--- src/led_blink_controller_unit_macros.svh ---
// Assertion macros shared by the LED blink controller RTL.
// Depends on nothing; included by the files that carry assertions.
`ifndef LED_BLINK_CONTROLLER_UNIT_MACROS_SVH
`define LED_BLINK_CONTROLLER_UNIT_MACROS_SVH

// Same-cycle implication, disabled while reset is asserted.
`define LBC_ASSERT_NOW(lbl, clk, rst_n, ante, cons) \
    lbl: assert property (@(posedge clk) disable iff (!(rst_n)) (ante) |-> (cons)) \
        else $error("LED blink controller check failed");

// Next-cycle implication, disabled while reset is asserted.
`define LBC_ASSERT_NEXT(lbl, clk, rst_n, ante, cons) \
    lbl: assert property (@(posedge clk) disable iff (!(rst_n)) (ante) |=> (cons)) \
        else $error("LED blink controller check failed");

`endif

--- src/lbc_pkg.sv ---
// Package for the LED blink controller: sizes, command codes, configuration
// record and the period selection functions. Depends on nothing.
`default_nettype none

package lbc_pkg;

    localparam int NUM_LEDS     = 8;
    localparam int NUM_CHANNELS = 4;
    localparam int COUNT_WIDTH  = 16;
    localparam int CH_USED      = (NUM_CHANNELS < NUM_LEDS) ? NUM_CHANNELS : NUM_LEDS;

    localparam int CMD_W       = 3;
    localparam int IDX_W       = 4;
    localparam int SPD_W       = 3;
    localparam int LED_W       = 8;
    localparam int CFG_W       = 16;
    localparam int CFG_ADDR_W  = 3;
    localparam int IN_TDATA_W  = 16;
    localparam int OUT_TDATA_W = 16;

    localparam logic [IDX_W-1:0] ALL_INDEX = IDX_W'(NUM_LEDS);
    localparam logic [IDX_W-1:0] CH_LIMIT  = IDX_W'(CH_USED);

    typedef logic [COUNT_WIDTH-1:0] t_count;
    typedef logic [1:0]             t_speed;

    typedef enum logic [CMD_W-1:0] {
        CMD_TICK   = 3'd0,
        CMD_ON     = 3'd1,
        CMD_OFF    = 3'd2,
        CMD_TOGGLE = 3'd3,
        CMD_BLINK  = 3'd4
    } t_cmd;

    typedef enum logic [1:0] {
        SPD_SINGLE = 2'd0,
        SPD_SLOW   = 2'd1,
        SPD_NORMAL = 2'd2,
        SPD_FAST   = 2'd3
    } t_speed_code;

    typedef enum logic [CFG_ADDR_W-1:0] {
        REG_SINGLE_ON    = 3'd0,
        REG_SLOW_TOTAL   = 3'd1,
        REG_SLOW_ON      = 3'd2,
        REG_NORMAL_TOTAL = 3'd3,
        REG_NORMAL_ON    = 3'd4,
        REG_FAST_TOTAL   = 3'd5,
        REG_FAST_ON      = 3'd6
    } t_reg_addr;

    typedef struct packed {
        logic [CFG_W-1:0] single_on;
        logic [CFG_W-1:0] slow_total;
        logic [CFG_W-1:0] slow_on;
        logic [CFG_W-1:0] normal_total;
        logic [CFG_W-1:0] normal_on;
        logic [CFG_W-1:0] fast_total;
        logic [CFG_W-1:0] fast_on;
    } t_cfg;

    localparam t_cfg CFG_RESET = '{
        single_on:    16'd200,
        slow_total:   16'd5000,
        slow_on:      16'd200,
        normal_total: 16'd1000,
        normal_on:    16'd200,
        fast_total:   16'd200,
        fast_on:      16'd100
    };

    function automatic t_count start_period(input t_cfg cfg, input t_speed speed);
        logic [CFG_W-1:0] v;
        case (t_speed_code'(speed))
            SPD_SINGLE: v = cfg.single_on;
            SPD_SLOW:   v = cfg.slow_on;
            SPD_NORMAL: v = cfg.normal_on;
            default:    v = cfg.fast_on;
        endcase
        return t_count'(v);
    endfunction

    function automatic t_count reload_period(input t_cfg cfg, input t_speed speed,
                                             input logic led_on);
        logic [CFG_W-1:0] v;
        case (t_speed_code'(speed))
            SPD_SLOW:   v = led_on ? cfg.slow_on : cfg.slow_total;
            SPD_NORMAL: v = led_on ? cfg.normal_on : cfg.normal_total;
            default:    v = led_on ? cfg.fast_on : cfg.fast_total;
        endcase
        return t_count'(v);
    endfunction

endpackage

`default_nettype wire

--- src/led_blink_controller_unit.sv ---
// LED blink controller: one command beat in, one pattern and status beat out.
// Output beats are registered; one beat per cycle is sustained while the output is ready.
// The state and the output register are updated at the edge that takes a beat; input is
// held off only while a result waits and the output side is not ready.
// Synchronous active-low reset clears the pattern, the channels and the output valid
// and loads the default blink periods. Depends on lbc_pkg and the macros header.
`default_nettype none

`include "led_blink_controller_unit_macros.svh"

module led_blink_controller_unit (
    input  wire logic                              i_clk,
    input  wire logic                              i_rst_n,
    input  wire logic                              s_axis_tvalid,
    output logic                                   s_axis_tready,
    // cmd [2:0], led_index [6:3], rate_sel [9:7], zero [15:10]
    input  wire logic [lbc_pkg::IN_TDATA_W-1:0]   s_axis_tdata,
    output logic                                   m_axis_tvalid,
    input  wire logic                              m_axis_tready,
    // led_pattern [7:0], status [8], zero [15:9]
    output logic [lbc_pkg::OUT_TDATA_W-1:0]       m_axis_tdata,
    input  wire logic                              i_cfg_we,
    input  wire logic [lbc_pkg::CFG_ADDR_W-1:0]   i_cfg_addr,
    input  wire logic [lbc_pkg::CFG_W-1:0]        i_cfg_wdata
);

    lbc_pkg::t_cfg                      r_cfg;
    logic [lbc_pkg::NUM_LEDS-1:0]       r_pattern;
    logic [lbc_pkg::NUM_LEDS-1:0]       n_pattern;
    logic [lbc_pkg::CH_USED-1:0]        r_run;
    logic [lbc_pkg::CH_USED-1:0]        n_run;
    lbc_pkg::t_speed                    r_speed [lbc_pkg::CH_USED];
    lbc_pkg::t_speed                    n_speed [lbc_pkg::CH_USED];
    lbc_pkg::t_count                    r_cnt   [lbc_pkg::CH_USED];
    lbc_pkg::t_count                    n_cnt   [lbc_pkg::CH_USED];
    logic                               r_m_valid;
    logic [lbc_pkg::LED_W-1:0]          r_m_pattern;
    logic                               r_m_status;
    logic                               n_status;
    logic                               s_acc;
    lbc_pkg::t_cmd                      in_cmd;
    logic [lbc_pkg::IDX_W-1:0]          in_led;
    logic [lbc_pkg::SPD_W-1:0]          in_speed;
    logic                               in_all;
    logic [lbc_pkg::NUM_LEDS-1:0]       in_mask;

    assign in_cmd   = lbc_pkg::t_cmd'(s_axis_tdata[2:0]);
    assign in_led   = s_axis_tdata[6:3];
    assign in_speed = s_axis_tdata[9:7];
    assign in_all   = (in_led == lbc_pkg::ALL_INDEX);
    assign in_mask  = in_all ? {lbc_pkg::NUM_LEDS{1'b1}}
                             : (lbc_pkg::NUM_LEDS'(1) << in_led);

    assign s_axis_tready = !r_m_valid || m_axis_tready;
    assign s_acc         = s_axis_tvalid && s_axis_tready;

    always_comb begin
        n_pattern = r_pattern;
        n_run     = r_run;
        n_speed   = r_speed;
        n_cnt     = r_cnt;
        n_status  = 1'b0;
        if (in_cmd == lbc_pkg::CMD_TICK) begin
            for (int ch = 0; ch < lbc_pkg::CH_USED; ch++) begin
                if (r_run[ch]) begin
                    if (r_cnt[ch] > lbc_pkg::t_count'(1)) begin
                        n_cnt[ch] = r_cnt[ch] - lbc_pkg::t_count'(1);
                    end else begin
                        n_pattern[ch] = ~r_pattern[ch];
                        if (r_speed[ch] == lbc_pkg::SPD_SINGLE) begin
                            n_run[ch] = 1'b0;
                            n_cnt[ch] = '0;
                        end else begin
                            n_cnt[ch] = lbc_pkg::reload_period(r_cfg, r_speed[ch],
                                                               ~r_pattern[ch]);
                        end
                    end
                end
            end
        end else if (in_led > lbc_pkg::ALL_INDEX) begin
            n_status = 1'b1;
        end else begin
            case (in_cmd)
                lbc_pkg::CMD_ON: begin
                    n_pattern = r_pattern | in_mask;
                end
                lbc_pkg::CMD_OFF: begin
                    n_pattern = r_pattern & ~in_mask;
                    for (int ch = 0; ch < lbc_pkg::CH_USED; ch++) begin
                        if (in_all || in_led == lbc_pkg::IDX_W'(ch)) begin
                            n_run[ch] = 1'b0;
                            n_cnt[ch] = '0;
                        end
                    end
                end
                lbc_pkg::CMD_TOGGLE: begin
                    n_pattern = r_pattern ^ in_mask;
                end
                lbc_pkg::CMD_BLINK: begin
                    if ((!in_all && in_led >= lbc_pkg::CH_LIMIT) || in_speed[2]) begin
                        n_status = 1'b1;
                    end else begin
                        n_pattern = r_pattern ^ in_mask;
                        for (int ch = 0; ch < lbc_pkg::CH_USED; ch++) begin
                            if (in_all || in_led == lbc_pkg::IDX_W'(ch)) begin
                                n_run[ch]   = 1'b1;
                                n_speed[ch] = in_speed[1:0];
                                n_cnt[ch]   = lbc_pkg::start_period(r_cfg, in_speed[1:0]);
                            end
                        end
                    end
                end
                default: begin
                    n_status = 1'b1;
                end
            endcase
        end
    end

    always_ff @(posedge i_clk) begin
        if (!i_rst_n) begin
            r_cfg     <= lbc_pkg::CFG_RESET;
            r_pattern <= '0;
            r_run     <= '0;
            r_m_valid <= 1'b0;
            for (int ch = 0; ch < lbc_pkg::CH_USED; ch++) begin
                r_speed[ch] <= '0;
                r_cnt[ch]   <= '0;
            end
        end else begin
            if (i_cfg_we) begin
                case (lbc_pkg::t_reg_addr'(i_cfg_addr))
                    lbc_pkg::REG_SINGLE_ON:    r_cfg.single_on    <= i_cfg_wdata;
                    lbc_pkg::REG_SLOW_TOTAL:   r_cfg.slow_total   <= i_cfg_wdata;
                    lbc_pkg::REG_SLOW_ON:      r_cfg.slow_on      <= i_cfg_wdata;
                    lbc_pkg::REG_NORMAL_TOTAL: r_cfg.normal_total <= i_cfg_wdata;
                    lbc_pkg::REG_NORMAL_ON:    r_cfg.normal_on    <= i_cfg_wdata;
                    lbc_pkg::REG_FAST_TOTAL:   r_cfg.fast_total   <= i_cfg_wdata;
                    lbc_pkg::REG_FAST_ON:      r_cfg.fast_on      <= i_cfg_wdata;
                    default: ;
                endcase
            end
            if (s_acc) begin
                r_pattern <= n_pattern;
                r_run     <= n_run;
                r_speed   <= n_speed;
                r_cnt     <= n_cnt;
                r_m_valid <= 1'b1;
            end else if (m_axis_tready) begin
                r_m_valid <= 1'b0;
            end
        end
    end

    always_ff @(posedge i_clk) begin
        if (s_acc) begin
            r_m_pattern <= lbc_pkg::LED_W'(n_pattern);
            r_m_status  <= n_status;
        end
    end

    assign m_axis_tvalid = r_m_valid;
    assign m_axis_tdata  = {{(lbc_pkg::OUT_TDATA_W - lbc_pkg::LED_W - 1){1'b0}},
                            r_m_status, r_m_pattern};

    `LBC_ASSERT_NOW(a_ready_only_blocked_by_output, i_clk, i_rst_n,
                    !s_axis_tready, m_axis_tvalid && !m_axis_tready)
    `LBC_ASSERT_NEXT(a_beat_gives_result, i_clk, i_rst_n,
                     s_acc, m_axis_tvalid)
    `LBC_ASSERT_NEXT(a_invalid_keeps_pattern, i_clk, i_rst_n,
                     s_acc && n_status, $stable(r_pattern) && r_m_status)

    for (genvar g = 0; g < lbc_pkg::CH_USED; g++) begin : g_chk
        `LBC_ASSERT_NOW(a_idle_channel_clear, i_clk, i_rst_n,
                        !r_run[g], r_cnt[g] == '0)
    end

endmodule

`default_nettype wire
--- config.mk ---
export PLATFORM = sky130hd
export DESIGN_NAME = led_blink_controller_unit
export DESIGN_NICKNAME = d
export VERILOG_FILES = /design/src/lbc_pkg.sv /design/src/led_blink_controller_unit.sv
export VERILOG_INCLUDE_DIRS = /design/src /design/src/src
export SDC_FILE = /design/constraint.sdc
export NUM_CORES = 1
export LEC_CHECK = 0
export ABC_AREA = 0
export BUFFER_PORTS_ARGS = -buffer_cell sky130_fd_sc_hd__buf_2
export CORE_MARGIN = 2
export CORE_UTILIZATION = 60
export DETAILED_ROUTE_END_ITERATION = 16
export PLACE_DENSITY = 0.79
export SETUP_SLACK_MARGIN = 0.2
export SLEW_MARGIN = 20
export SYNTH_ARGS = -nofsm -noshare
export SYNTH_HDL_FRONTEND = slang
export SYNTH_SLANG_ARGS = --single-unit
--- constraint.sdc ---
create_clock -name i_clk -period 3 [get_ports i_clk]
set_input_delay 0.15 -clock i_clk [delete_from_list [all_inputs] [get_ports i_clk]]
set_output_delay 0.15 -clock i_clk [all_outputs]
set_load 0.05 [all_outputs]
### Word-level counts from Yosys, hierarchy flattened

Index checks and enable logic that the tools add are counted.

| storage, ports and cells | value |
|---|---|
| output and inout bits | 18 |
| input port bits | 40 |
| memories | 0 |
| bits in writable memories | 0 |
| bits in latches | 0 |
| register bits after elaboration | 206 |
| ROM bits | 0 |
| logic and storage cells | 207 |

| cells by class | value |
|---|---|
| bitwise logic cells | 11 |
| div/mod/pow operators | 0 |
| multiplexer cells | 84 |
| reduce and logical (&&, ||, !) cells | 40 |
| shift-type cells | 1 |
| multiply operators | 0 |
| magnitude comparators | 6 |
| add/subtract/negate cells | 4 |
| equal/unequal tests | 38 |

Operators by type and width:

| kind | count |
|---|---|
| $mux W16 | 32 |
| $mux W64 | 3 |
| $pmux W16 S2 | 4 |
| $pmux W64 S2 | 1 |
| $gt A16 B1 Y1 const B | 4 |
| $sub A16 B1 Y16 const B | 4 |
| $pmux W16 S3 | 1 |
| $reduce_and A6 Y1 | 8 |
| $mux W1 | 32 |
| $pmux W8 S4 | 1 |
| $reduce_and A7 Y1 | 4 |
| $ne A3 B3 Y1 const B | 9 |
| $mux W8 | 3 |
| $mux W4 | 5 |
| $reduce_and A2 Y1 | 7 |
| $eq A3 B2 Y1 const B | 4 |
| $eq A3 B3 Y1 const B | 4 |
| $eq A2 B1 Y1 const B | 5 |
| $eq A2 B2 Y1 const B | 5 |
| $logic_not A2 Y1 | 5 |
| $ne A2 B2 Y1 const B | 5 |
| $and A8 B8 Y8 | 1 |
| $eq A4 B2 Y1 const B | 2 |
| $not A8 Y8 | 1 |
| other kinds (19) | 34 |

### Logic depth before layout (Yosys ltp)

| logic depth | value |
|---|---|
| word-level depth | 8 |
| depth in mapped cells | 11 |
| gate-level depth less buffers | 10 |

### Worst setup path after synthesis

OpenSTA, ideal clock, no wires.

| timing | value |
|---|---|
| path type | register -> register |
| start | register r_m_valid, in the netlist m_axis_tvalid |
| end | register r_cnt[3] (netlist bit) |
| setup slack | 0.360 ns |
| cell stages (with the launch flop) | 9 |
| clock period less this slack | 2.640 ns |
| buffers on the path | 2 |
| library setup time | 0.129 ns |
| data arrival time | 2.511 ns |
| required time | 2.871 ns |
| cell sequence | dfxtp_1 > nand2b_1 > nand2_1 > or3_1 > clkbuf_1 > buf_1 > or3_1 > a2111oi_0 > nor2_1 |

| between the ends | value |
|---|---|
| longest elaborated chain between the ends | 4 |

Ends and longest elaborated chain:

| what | line | source |
|---|---|---|
| start, declared | led_blink_controller_unit.sv:36 | `logic r_m_valid;` |
| start signal, assigned | led_blink_controller_unit.sv:125 | `r_m_valid <= 1'b0;` |
| start signal, assigned | led_blink_controller_unit.sv:148 | `r_m_valid <= 1'b1;` |
| start signal, assigned | led_blink_controller_unit.sv:150 | `r_m_valid <= 1'b0;` |
| $logic_not A1 Y1 | led_blink_controller_unit.sv:54 | `assign s_axis_tready = !r_m_valid \|\| m_axis_tready;` |
| $logic_or A1 B1 Y1 | led_blink_controller_unit.sv:54 |  |
| via s_axis_tready | led_blink_controller_unit.sv:15 | `output logic s_axis_tready,` |
| $logic_and A1 B1 Y1 | led_blink_controller_unit.sv:55 | `assign s_acc = s_axis_tvalid && s_axis_tready;` |
| $reduce_and A7 Y1 (no line) | -- |  |
| end signal, assigned | led_blink_controller_unit.sv:147 | `r_cnt <= n_cnt;` |
| end, declared | led_blink_controller_unit.sv:34 | `lbc_pkg::t_count r_cnt [lbc_pkg::CH_USED];` |

The timed path passes the listed nets, and every way through them passes these cells.
A chain may end at the register's enable or synchronous reset.

### Worst setup path after layout

| timing | value |
|---|---|
| start | register r_cnt[34] (netlist bit) |
| end | register r_m_pattern[1] (netlist bit) (data pin) |

| between the ends | value |
|---|---|
| longest elaborated chain between the ends | 4 |

Ends and longest elaborated chain:

| what | line | source |
|---|---|---|
| $gt A16 B1 Y1 | led_blink_controller_unit.sv:66 | `if (r_cnt[ch] > lbc_pkg::t_count'(1)) begin` |
| $mux W1 | led_blink_controller_unit.sv:66 |  |
| $mux W1 | led_blink_controller_unit.sv:65 | `if (r_run[ch]) begin` |
| $mux W4 | led_blink_controller_unit.sv:63 | `if (in_cmd == lbc_pkg::CMD_TICK) begin` |
| via n_pattern, one bit | led_blink_controller_unit.sv:29 | `logic [lbc_pkg::NUM_LEDS-1:0] n_pattern;` |
| end signal, assigned | led_blink_controller_unit.sv:157 | `r_m_pattern <= lbc_pkg::LED_W'(n_pattern);` |
| end, declared | led_blink_controller_unit.sv:37 | `logic [lbc_pkg::LED_W-1:0] r_m_pattern;` |

The timed path passes the listed nets, and every way through them passes these cells.

==> parameters.txt <==
Parameter                              Value

Outcome
  Outcome    completed

Route
  DRC violation count after routing    0
  WL per Instance    roughly 23 um
  Via count    approximately 15,000
  Via density per instance    around 7
  First DRT Iteration DRCs    between 2,000 and 2,500
  Routed Antenna Nets    0
  Number of optimization iterations in the first detailed-route pass    7
  Total wire length    49,900 um

Worst setup path
  Sort of element at the end of the critical path    flip-flop
  Maximum fanout along the worst path    17
  Required time reported for the critical path endpoint    3.30 ns
  Critical Path Source Type    flip-flop
  Worst EP arrival    2.99 ns
  Crit Path Category    reg -> reg

Clock tree
  H-tree depth    1
  Number of buffers created by CTS    24
  Post-CTS Hold Buffers    18
  TritonCTS Sinks    a little over 200
  Number of cells upsized or downsized after cts    0
  Skew-Pair Late Insertion Delay    0.54 ns
  CTS tree    built
  Clock tree root driver cell    clkbuf_16
  Maximum buffer depth of the clock tree    3
  Post-CTS Setup Repair Bufs    0
  CTS clk-pin slew, worst paths    0.06 ns

Yosys
  Share of synthesized area spent on multiplexers    under 10%
  Synth cell types    just under 80
  Average size of a mapped cell    7.55 um2
  Portion of the post-synthesis area used by sequential elements    a little under a third
  Post-synthesis instance total    1,832
  Flip-flop and latch count after synthesis    slightly above 200
  Total number of yosys warnings    0
  Simple-gate share of the synthesized area    20.5%
  Synth Cell Area    approximately 14,000 um2
  Async set or reset register ratio after synthesis    0%
  Synthesized-area fraction occupied by ao, oa, aoi and oai cells    a little under a third
  Xor and xnor fraction of the mapped netlist area    2.53%
  Main combinational cell family by area after synthesis    compound AO/OA/AOI/OAI gates
  Synth Flop Type    dfxtp_1
  Number of enable flip-flop cells after synthesis    9
  Area share of fa/ha/maj cells after synthesis    ~3.4%

Place
  Pre-CTS worst setup slack    about 0.35 ns
  Post-DP HPWL    roughly 34,000 um
  Final weighted congestion of routability-driven global placement    between 1 and 1.5
  Port Buf Inserts    between 40 and 50

Timing
  Slew margin rel.    roughly a quarter
  Final slew viol count    0
  Worst Slack Setup Final    0.308 ns
  Shortest period the worst path allows    2.69 ns
  Number of failing setup endpoints in the final timing report    0
  Achievable clock frequency    about 370 MHz
  Final Cycle Share    roughly nine tenths
  Post-route clock skew    between 0.015 and 0.02 ns
  Slew @ Worst Pin    between 1 and 1.5 ns
  Sum of negative setup slack    0 ns
  RSZ-0062 raised after global routing    false
  Hold Vio Cnt, Final    0

Floorplan
  Row cnt    55
  Die area    between 20,000 and 25,000 um2
  Height of the chip    approximately 160 um
  Top Ports    between 50 and 60
  Starting density of the core    between 60% and 70%
  Width of the die    around 160 um
  Core Footprint    between 20,000 and 25,000 um2

Finish
  Most common cell after layout, fill and taps aside    nand2_1
  Growth of design area from synthesis to finish    11.9%
  Leading cell types in the layout, fill and taps excluded    nand2_1 (376), dfxtp_1 (197), o21ai_0 (155)
  Fraction of final layout cells with drive strength greater than 1    a little under an eighth
  Net total in the final layout    ~1,900

Power and ir drop
  Maximum vdd drop    around 0.52 mV
  Power density cells    approximately 450 nW/um2
  Standby leakage power    between 5 and 6 nW

Global route
  Total overflow reported by the global router    0
  First-pass GRT wire length    76,200 um
  Overall Global Routing Usage    about two fifths
  Vias in the first global route    between 10,000 and 15,000
  Largest net degree at the start of global routing    about 100
  Number of antenna violations at the first check in global routing    1

Flow run
  Max_cap viols    0

Worst hold path
  Type of the most critical hold path    in -> reg
-- metrics by stage --
step | std cells | area, um2 | hold slack, ns | util (%) | power [mW]
after floorplan | 1838 | 13800 | 0.274 | - | 3.69
after global placement | 2086 | 14500 | 0.400 | 64.1 | 4.01
after detailed placement | 2086 | 14500 | 0.403 | 64.1 | 4.03
after CTS | 2147 | 15500 | 0.0490 | 68.4 | 6.95
after global routing | 2147 | 15500 | 0.0892 | 68.4 | 7.16
final | 2148 | 15500 | 0.0797 | 68.4 | 6.98
-- critical path, stage by stage (launching register included) --
cell	delay, ns
dfxtp_1	0.37
or4_1	0.61
or4_4	0.51
or2_1	0.47
o311ai_1	0.50
-- cells by family (layout without fill, tap and decap cells) --
family          after synthesis  count (layout)
compound gates              664             664
flops                       206             206
fa+ha+maj                    38              38
xor+xnor                     40              40
buf+inv                     196             220
simple gates                638             638
other cells                   1               8
mux                          49              49
-- final cells by class --
cell class	count	area, um2
Tap cell	285	357
Antenna cell	1	2.50
Inverter	38	143
Clock buffer	36	716
Fill cell	1858	7160
Multi-Input combinational cell	1436	8890
Timing Repair Buffer	139	1080
Clock inverter	7	71.3
Sequential cell	206	4210
-- state kept, by name, indices dropped and copies added (netlist names) --
signal,cells
r_m_pattern,8
r_speed,8
r_pattern,8
r_cfg,112
m_axis_tvalid,1
r_m_status,1
r_run,4
r_cnt,64
-- cells in the mapped netlist (all sizes together), types with 5 or more instances --
cell,instances,share of area (%)
a211oi,31,1.7
a21boi,55,3.0
a21oi,108,3.9
a221oi,15,0.95
a22o,13,0.82
a22oi,102,5.5
a31oi,42,1.9
and3,11,0.50
buf,34,1.2
clkbuf,124,3.4
dfxtp,197,29
edfxtp,9,2.0
ha,36,3.3
inv,37,1.0
mux2,7,0.57
mux2i,20,1.4
mux4,22,3.6
nand2,376,10
nand2b,8,0.36
nand3,48,1.7
nand4,9,0.41
nor2,88,2.4
nor2b,15,0.68
nor3,21,0.76
nor4,20,1.1
o2111ai,6,0.38
o211a,6,0.43
o211ai,52,2.8
o21ai,155,5.6
o22a,6,0.38
o22ai,18,0.81
o311ai,5,0.32
o31ai,8,0.43
o41ai,5,0.32
or3,12,0.54
or4,10,0.57
xnor2,21,1.3
xor2,19,1.2
-- power breakdown --
group          total (mW)  switching (mW)  internal, mW
logic                1.13           0.739         0.388
registers            2.91          0.0858          2.83
clock network        2.95            1.22          1.73
total                6.98            2.04          4.94
-- per-layer routing --
layer  vias up  track usage, %  routed length [um]
met4         2            15.1                1800
met1      6956            54.4               19200
met3       182            10.5                6980
li1       6771               -                   -
met2      1127            61.5               21900
met5         -               0                  16
-- path summary, 6_finish.rpt --
kind / from / slack (ns) / cells past startpoint / to
worst min-delay path: i_rst_n / 0.08 / 2 / r_cfg[92]$_SDFFE_PN1P_
worst min register to register: r_cfg[96]$_SDFFE_PN0P_ / 0.47 / 2 / r_cfg[96]$_SDFFE_PN0P_
worst max register to register: r_cnt[34]$_SDFFE_PN0P_ / 0.31 / 4 / r_m_pattern[1]$_DFFE_PP_
worst max-delay path: r_cnt[34]$_SDFFE_PN0P_ / 0.31 / 4 / r_m_pattern[1]$_DFFE_PP_
Power figures use the tool's default switching activity.
